File: config.mk
export PLATFORM = sky130hd
export DESIGN_NAME = huffman_code_bit_packer_core
export DESIGN_NICKNAME = d
export VERILOG_FILES = /design/src/sv/hcbp_pkg.sv /design/src/sv/huffman_code_bit_packer_core.sv
export VERILOG_INCLUDE_DIRS = /design/src /design/src/sv
export SDC_FILE = /design/constraint.sdc
export NUM_CORES = 2
export LEC_CHECK = 0
export BUFFER_PORTS_ARGS = -buffer_cell sky130_fd_sc_hd__buf_2
export CELL_PAD_IN_SITES_DETAIL_PLACEMENT = 2
export CELL_PAD_IN_SITES_GLOBAL_PLACEMENT = 2
export CORE_ASPECT_RATIO = 1.4
export CORE_MARGIN = 2
export CORE_UTILIZATION = 40
export CTS_BUF_LIST = sky130_fd_sc_hd__clkbuf_2
export DETAILED_ROUTE_END_ITERATION = 7
export GPL_TIMING_DRIVEN = 1
export PLACE_DENSITY_LB_ADDON = 0.15
export SLEW_MARGIN = 20
export SYNTH_ARGS = -nofsm -noshare
export SYNTH_HDL_FRONTEND = slang
export SYNTH_SLANG_ARGS = --single-unit
File: constraint.sdc
create_clock -name aclk -period 37.1 [get_ports aclk]
set_input_delay 1.855 -clock aclk [delete_from_list [all_inputs] [get_ports aclk]]
set_output_delay 1.855 -clock aclk [all_outputs]
set_load 0.01 [all_outputs]
File: src/sv/huffman_code_bit_packer_core_defines.svh
// ----------------------------------------------------------------------------
// Huffman code bit packer assertion macros
// Shared concurrent assertion forms, clocked on aclk, off during reset.
// ----------------------------------------------------------------------------
`ifndef HUFFMAN_CODE_BIT_PACKER_CORE_DEFINES_SVH
`define HUFFMAN_CODE_BIT_PACKER_CORE_DEFINES_SVH

// same-cycle implication
`define HCBP_ASSERT_NOW(label, ante, cons) \
    label: assert property (@(posedge aclk) disable iff (!aresetn) (ante) |-> (cons)) \
        else $error("hcbp assertion failed");

// next-cycle implication
`define HCBP_ASSERT_NEXT(label, ante, cons) \
    label: assert property (@(posedge aclk) disable iff (!aresetn) (ante) |=> (cons)) \
        else $error("hcbp assertion failed");

`endif

File: src/sv/hcbp_pkg.sv
// ----------------------------------------------------------------------------
// Huffman code bit packer package
// Opcodes, code table entry type and fixed code length limits.
// ----------------------------------------------------------------------------
`timescale 1ns / 1ps

package hcbp_pkg;

    localparam int MAX_CODE_LEN = 8;
    localparam int BYTE_BITS    = 8;
    localparam int LEN_LIMIT    = (MAX_CODE_LEN < BYTE_BITS) ? MAX_CODE_LEN : BYTE_BITS;

    typedef enum logic [1:0] {
        OP_LOAD   = 2'd0,
        OP_ENCODE = 2'd1,
        OP_FLUSH  = 2'd2
    } opcode_t;

    typedef struct packed {
        logic [7:0] code;
        logic [3:0] len;
    } entry_t;

endpackage

File: src/sv/huffman_code_bit_packer_core.sv
// ----------------------------------------------------------------------------
// Huffman code bit packer core
// Code table of symbol codes plus an MSB-first byte packer with flush.
// ----------------------------------------------------------------------------
//  channel  | ports           | carries
//  ---------+-----------------+-------------------------------------------
//  input    | s_valid/s_ready | opcode, symbol, code_bits, code_length
//  result   | m_valid/m_ready | packed_byte, pad_bits, is_final
//
//  One item accepted per cycle while the merge stage is not stalled; an
//  encode or flush item and its registered table read enter the merge
//  stage at acceptance, and a byte it produces goes to the output register.
//  Load items finish at acceptance by writing the table.
//  Reset clears control and the accumulator; the code table is not cleared.
//  m_ready low stalls the merge stage only when it has a byte to hand over.
// ----------------------------------------------------------------------------
`timescale 1ns / 1ps

`include "huffman_code_bit_packer_core_defines.svh"

module huffman_code_bit_packer_core #(
    parameter int SYMBOL_COUNT = 256
) (
    input  logic       aclk,
    input  logic       aresetn,
    input  logic       s_valid,
    output logic       s_ready,
    input  logic [1:0] s_opcode,
    input  logic [7:0] s_symbol,
    input  logic [7:0] s_code_bits,
    input  logic [3:0] s_code_length,
    output logic       m_valid,
    input  logic       m_ready,
    output logic [7:0] m_packed_byte,
    output logic [3:0] m_pad_bits,
    output logic       m_is_final
);

    localparam int AddrW = (SYMBOL_COUNT > 1) ? $clog2(SYMBOL_COUNT) : 1;

    hcbp_pkg::entry_t table_mem [SYMBOL_COUNT];
    hcbp_pkg::entry_t rd_reg;

    logic       s1_valid_reg, s1_valid_next;
    logic       s1_flush_reg;
    logic       s1_skip_reg;
    logic [7:0] acc_reg, acc_next;
    logic [3:0] bits_reg, bits_next;
    logic       m_valid_reg, m_valid_next;
    logic [7:0] m_byte_reg;
    logic [3:0] m_pad_reg;
    logic       m_final_reg;

    hcbp_pkg::opcode_t op;
    hcbp_pkg::entry_t  wr_entry;
    logic              accept;
    logic              sym_ok;
    logic [AddrW-1:0]  addr;
    logic [3:0]        load_len;
    logic [7:0]        cur_code;
    logic [3:0]        cur_len;
    logic [15:0]       merged;
    logic [4:0]        total;
    logic              produce;
    logic              out_free;
    logic              s1_fire;

    assign op       = hcbp_pkg::opcode_t'(s_opcode);
    assign accept   = s_valid && s_ready;
    assign sym_ok   = {1'b0, s_symbol} < 9'(SYMBOL_COUNT);
    assign addr     = s_symbol[AddrW-1:0];
    assign load_len = (s_code_length > 4'(hcbp_pkg::LEN_LIMIT))
                    ? 4'(hcbp_pkg::LEN_LIMIT) : s_code_length;
    assign wr_entry = '{code: s_code_bits & ~(8'hFF >> load_len), len: load_len};

    // table write on load, registered read on encode
    always_ff @(posedge aclk) begin
        if (accept && op == hcbp_pkg::OP_LOAD && sym_ok) begin
            table_mem[addr] <= wr_entry;
        end
        if (accept && op == hcbp_pkg::OP_ENCODE) begin
            rd_reg <= table_mem[addr];
        end
    end

    always_comb begin
        cur_code = s1_skip_reg ? 8'h00 : rd_reg.code;
        cur_len  = s1_skip_reg ? 4'd0  : rd_reg.len;
        merged   = {acc_reg, 8'h00} | ({cur_code, 8'h00} >> bits_reg);
        total    = 5'(bits_reg) + 5'(cur_len);
        produce  = s1_flush_reg || (total > 5'd8);
        out_free = !m_valid_reg || m_ready;
        s1_fire  = s1_valid_reg && (!produce || out_free);
    end

    assign s_ready = !s1_valid_reg || s1_fire;

    always_comb begin
        acc_next      = acc_reg;
        bits_next     = bits_reg;
        s1_valid_next = s1_valid_reg;
        m_valid_next  = m_valid_reg;
        if (s1_fire) begin
            s1_valid_next = 1'b0;
            if (s1_flush_reg) begin
                acc_next  = 8'h00;
                bits_next = 4'd0;
            end else if (total > 5'd8) begin
                acc_next  = merged[7:0];
                bits_next = 4'(total - 5'd8);
            end else begin
                acc_next  = merged[15:8];
                bits_next = total[3:0];
            end
        end
        if (accept && (op == hcbp_pkg::OP_ENCODE || op == hcbp_pkg::OP_FLUSH)) begin
            s1_valid_next = 1'b1;
        end
        if (s1_fire && produce) begin
            m_valid_next = 1'b1;
        end else if (m_ready) begin
            m_valid_next = 1'b0;
        end
    end

    always_ff @(posedge aclk) begin
        if (!aresetn) begin
            s1_valid_reg <= 1'b0;
            acc_reg      <= 8'h00;
            bits_reg     <= 4'd0;
            m_valid_reg  <= 1'b0;
        end else begin
            s1_valid_reg <= s1_valid_next;
            acc_reg      <= acc_next;
            bits_reg     <= bits_next;
            m_valid_reg  <= m_valid_next;
        end
    end

    // payload: hold item info and result data without reset
    always_ff @(posedge aclk) begin
        if (accept) begin
            s1_flush_reg <= (op == hcbp_pkg::OP_FLUSH);
            s1_skip_reg  <= !sym_ok;
        end
        if (s1_fire && produce) begin
            m_byte_reg  <= s1_flush_reg ? acc_reg : merged[15:8];
            m_pad_reg   <= s1_flush_reg ? 4'(4'd8 - bits_reg) : 4'd0;
            m_final_reg <= s1_flush_reg;
        end
    end

    assign m_valid       = m_valid_reg;
    assign m_packed_byte = m_byte_reg;
    assign m_pad_bits    = m_pad_reg;
    assign m_is_final    = m_final_reg;

    `HCBP_ASSERT_NOW(a_bits_range, 1'b1, bits_reg <= 4'd8)
    `HCBP_ASSERT_NEXT(a_flush_clears, s1_fire && s1_flush_reg, acc_reg == 8'h00 && bits_reg == 4'd0)
    `HCBP_ASSERT_NEXT(a_result_loaded, s1_fire && produce, m_valid_reg)
    `HCBP_ASSERT_NOW(a_plain_no_pad, m_valid_reg && !m_final_reg, m_pad_reg == 4'd0)
    `HCBP_ASSERT_NEXT(a_stage_hold, s1_valid_reg && !s1_fire, s1_valid_reg)

endmodule

==> Word level (Yosys, flattened, before mapping) <==
Memory sizes are Yosys's and may differ from the RTL's. A register that Yosys moved wholly into a read port is not among the register bits.
Cells that the tools add are included.
Widths: inputs -> output; s select.
{ "totals": {"input_bits": 26, "output_inout_bits": 15, "mem_count": 1, "latchBits": 0, "mem_bits_rw": 3072, "rom_bits": 0, "regBits": 28} }
{ "mem_list": {"columns": ["name", "depth", "width", "rd", "rd_clocked_by_memory_dff", "write_ports", "line", "text"], "rows": [
  ["table_mem", 256, 12, 1, 1, 1, "huffman_code_bit_packer_core.sv:41", "hcbp_pkg::entry_t table_mem [SYMBOL_COUNT];"]
]} }
{ "op_classes": {"magnitude_cmp": 2, "shift": 2, "n_bitwise": 3, "muxes": 12, "n_div": 0, "reduce_logical": 17, "add_sub_neg": 3, "multipliers": 0, "eq_ne": 2} }
{ "op_table": {"columns": ["cell", "n"], "rows": [
  ["$mux 8", 3],
  ["$or 16x16->16", 1],
  ["$shr 16x4->16", 1],
  ["$mux 4", 3],
  ["$and 8x8->8", 1],
  ["$not 8->8", 1],
  ["$shr 8x4->8 const A", 1],
  ["$logic_and 1x1->1", 6],
  ["$mux 1", 6],
  ["$add 4x4->5", 1],
  ["$gt 5x4->1 const B", 1],
  ["$logic_or 1x1->1", 5],
  ["$gt 4x4->1 const B", 1],
  ["$reduce_bool 2->1", 2],
  ["$sub 4x4->4 const A", 1],
  ["$sub 4x4->4 const B", 1],
  ["$logic_not 1->1", 3],
  ["$eq 2x1->1 const B", 1],
  ["$eq 2x2->1 const B", 1],
  ["$logic_not 2->1", 1]
]} }

==> Logic depth before layout (Yosys ltp) <==
{ "depth": {"ltp_word": 11, "ltp_mapped": 13, "ltp_nobuf": 10} }

==> Worst setup path before layout <==
OpenSTA, ideal clock, no wires.
{ "synth_timing": {"path_kind": "input-to-reg", "from": "input s_code_length[3]", "to": "memory table_mem[0][9] (netlist bit) (data pin)", "slack_ps": 22492, "n_path_buf": 1, "arrival_time_ps": 12328, "stages": 3, "path_cell_list": "clkbuf_1 -> nor2_1 -> a21boi_0"} }
{ "synth_rtl": {"columns": ["element", "line", "text"], "rows": [
  ["start, declared", "huffman_code_bit_packer_core.sv:31", "input logic [3:0] s_code_length,"],
  ["end, declared", "huffman_code_bit_packer_core.sv:41", null]
]} }

==> Worst setup path after layout <==
{ "layout_timing": {"from": "register bits_reg[1]", "to": "output s_ready"} }
{ "layout_via": {"elab_chain_len": 7} }
{ "layout_lines": {"columns": ["element", "line", "text"], "rows": [
  ["start, declared", "huffman_code_bit_packer_core.sv:48", "logic [3:0] bits_reg, bits_next;"],
  ["start signal, assigned", "huffman_code_bit_packer_core.sv:135", "bits_reg <= bits_next;"],
  ["$add 4x4->5", "huffman_code_bit_packer_core.sv:90", "total = 5'(bits_reg) + 5'(cur_len);"],
  ["$gt 5x4->1", "huffman_code_bit_packer_core.sv:91", "produce = s1_flush_reg || (total > 5'd8);"],
  ["$logic_or 1x1->1", "huffman_code_bit_packer_core.sv:91", null],
  ["$logic_not 1->1", "huffman_code_bit_packer_core.sv:93", "s1_fire = s1_valid_reg && (!produce || out_free);"],
  ["$logic_or 1x1->1", "huffman_code_bit_packer_core.sv:93", null],
  ["$logic_and 1x1->1", "huffman_code_bit_packer_core.sv:93", null],
  ["$logic_or 1x1->1", "huffman_code_bit_packer_core.sv:96", "assign s_ready = !s1_valid_reg || s1_fire;"],
  ["end, declared", "huffman_code_bit_packer_core.sv:27", "output logic s_ready,"]
]} }
No other way between the ends.

==> flow_summary.toml <==
[timing]
slew_violations = 0
timing.final.ws_setup_ns = 30.46
rsz0062_at_grt = "false"
max_slew_margin_pct = 9.99
worst_pin_slew_ns = 1.35
finalClockSkew_ns = 0.165
tns_ns = 0
fmax_ghz = 0.151
fin_crit_ns = 6.64
final-setup-viol-count = 0
min_period_over_period_pct = 17.9
finalHoldViolations = 0

[yosys]
synth_top_cell_area_share_pct = 77.3
synth-seq-cells = 3112
synth_fp_nets = 5424
ys_types = 71
synth.area.top_cells = "edfxtp_1, mux4_2, mux2i_1"
ys_async_sr_fraction_pct = 0
postSynthCellCount = 5389
synth_seq_area_share_pct = 77.5
ys_warn_count = 0
synth_ff_type = "edfxtp_1"
synth_area_sq_um = 120000
syn_area_per_cell_sq_um = 22.3
synth_top_area_cell = "edfxtp_1"
synth_edf_count = 3098

[global_route]
grt_start_max_net_pins = 191
grt_usage_pct = 26.8
grt_pass1_wl_um = 566000
antenna_found_initial = 29
overflow = 0
grt_pass1_vias = 68000

[power_and_ir_drop]
p_comb_share_pct = 6.0
intPower_w = 0.00481
p_sw_share_pct = 26.1
p_per_area_nw_per_um2 = 48.6
net-switching-power_w = 0.00169
pwr-share-clk_pct = 34.4
ir_drop_uv = 19.2
p_seq_share_pct = 59.6
leakagePower_nw = 40.3

[cts]
clockBufferDepth = 4
cts_buffers = 740
numClockSinks = 3112
clk_latency_ns = 1.92
cts_tree = "done"
cts_root_buf = "clkbuf_2"
clk_pin_slew_worst_paths_ns = 0.12
htreeDepth = 6

[run_status]
outcome = "finished clean"

[floorplanning]
die_h_um = 653
start_util_pct = 40.2
core.rowCount = 238
ios = 41
die_w_um = 468
die-area_sq_um = 306000
coreArea_sq_um = 300000

[placement]
dp_hpwl_um = 258000
post-place-ws_ns = 28.83
port_buffers = 40
gp_routability_congestion = 0.855

[route]
vias = 63200
wire_per_inst_um = 38.3
drtIter0Drc = 7149
dr.pass1.iters = 7
drc = 0
wl_um = 411000
via_per_inst = 5.89
ant_nets = 0

[worst_setup_path]
critical_path.max_fanout = 18
crit_type = "flip-flop to primary output"
worstPathArrival_ns = 4.79
worst_setup_path_start_kind = "flip-flop"
required_ns = 35.24
cp-end-kind = "primary output"

[final_layout]
layout_commonest_cell = "edfxtp_1"
fin_nets = 6264
largest_register_ffs = 3072
mostFrequentLayoutCells = "edfxtp_1, clkbuf_2, mux4_2"
drive_gt1_share_pct = 36.2
syn_to_final_growth_pct = 11.1

[run]
cap_violations = 0

[worst_hold_path]
worstHoldPathType = "primary input to flip-flop"
## power by group through the flow
stage	combinational (W)	sequential, W	clock (W)
6_report	0.000390	0.00388	0.00224
5_1_grt	0.000402	0.00388	0.00245
4_1_cts	0.000393	0.00388	0.00231
3_5_place_dp	0.000392	0.00396	0
3_3_place_gp	0.000382	0.00396	0
2_1_floorplan	0.000203	0.00397	0
## per-layer routing
metal | GRT usage [%] | up-vias | wire length, um
li1 | - | 24900 | -
met1 | 33.4 | 34700 | 156000
met2 | 45.3 | 2875 | 208000
met3 | 5.25 | 740 | 27800
met4 | 12.3 | 10 | 19800
met5 | 0 | - | 73
## stage by stage
step | power [W] | instance area (sq um) | util [%] | hold WS (ns) | std cells
finish | 0.00650 | 134000 | 44.6 | 0.272 | 10700
global route | 0.00673 | 134000 | 44.6 | 0.130 | 10700
CTS | 0.00658 | 134000 | 44.6 | 0.0274 | 10700
detailed placement | 0.00435 | 127000 | 42.4 | 0.494 | 9444
global placement | 0.00434 | 127000 | 42.4 | 0.476 | 9443
floorplan | 0.00418 | 120000 | - | 0.453 | 5389
## path summary, 6_finish.rpt
check | start | endpoint | slack (ns) | cells after the start
setup / recovery | bits_reg[1]$_SDFFE_PN0P_ | s_ready | 30.46 | 7
hold / removal | aresetn | acc_reg[6]$_SDFFE_PN0P_ | 0.27 | 3
setup reg to reg | bits_reg[1]$_SDFFE_PN0P_ | table_mem[234][4]$_DFFE_PP_ | 31.34 | 10
hold reg to reg | acc_reg[6]$_SDFFE_PN0P_ | acc_reg[6]$_SDFFE_PN0P_ | 0.52 | 2
## synth_stat cells (35+ instances only)
cell type / count
edfxtp_1: 3098
mux4_2: 824
nor2_1: 307
mux2i_1: 176
nand2_1: 144
buf_2: 126
clkbuf_1: 81
a22oi_1: 67
a21oi_1: 59
buf_4: 51
nand3_1: 42
o22ai_1: 40
o21ai_0: 35
## repair_timing
action / 4_1_cts / 5_1_grt
endpoints found under the hold margin: 1 / 0
resized for setup: 0 / 0
hold buffers: 1 / 0
setup buffers: 0 / 0
## logic make-up (layout without fill, tap and decap cells)
group | count (synthesis) | count (layout) | share of synthesized area (%)
other | 0 | 18 | 0
buffers and inverters | 314 | 1677 | 1.34
xor gates and xnor gates | 5 | 5 | 0.0364
AOI/OAI and AO/OA | 326 | 326 | 1.86
adders and majority gates | 9 | 9 | 0.0998
DFF | 3112 | 3112 | 77.5
muxes | 1007 | 1007 | 16.9
and+or+nand+nor | 616 | 616 | 2.23
## area by class of cell
| cell class | count | area (sq um) |
|---|---|---|
| fill | 27300 | 166000 |
| sequential | 3112 | 93300 |
| multi-input combinational | 1963 | 25900 |
| clock buffer | 1056 | 5290 |
| tap | 3960 | 4950 |
| timing repair buffer | 398 | 3160 |
| clock inverter | 209 | 1070 |
| inverter | 14 | 60.1 |
| antenna | 18 | 45.0 |
## critical path, cell delays in order, from the launching register on
cell and delay (ns):
dfxtp_1 0.86, inv_1 0.33, fa_1 0.53, xor2_1 0.19, and3b_1 0.19, o211ai_1 0.47, nand3_1 0.17, buf_2 0.18
(Power assumes the default switching activity.)
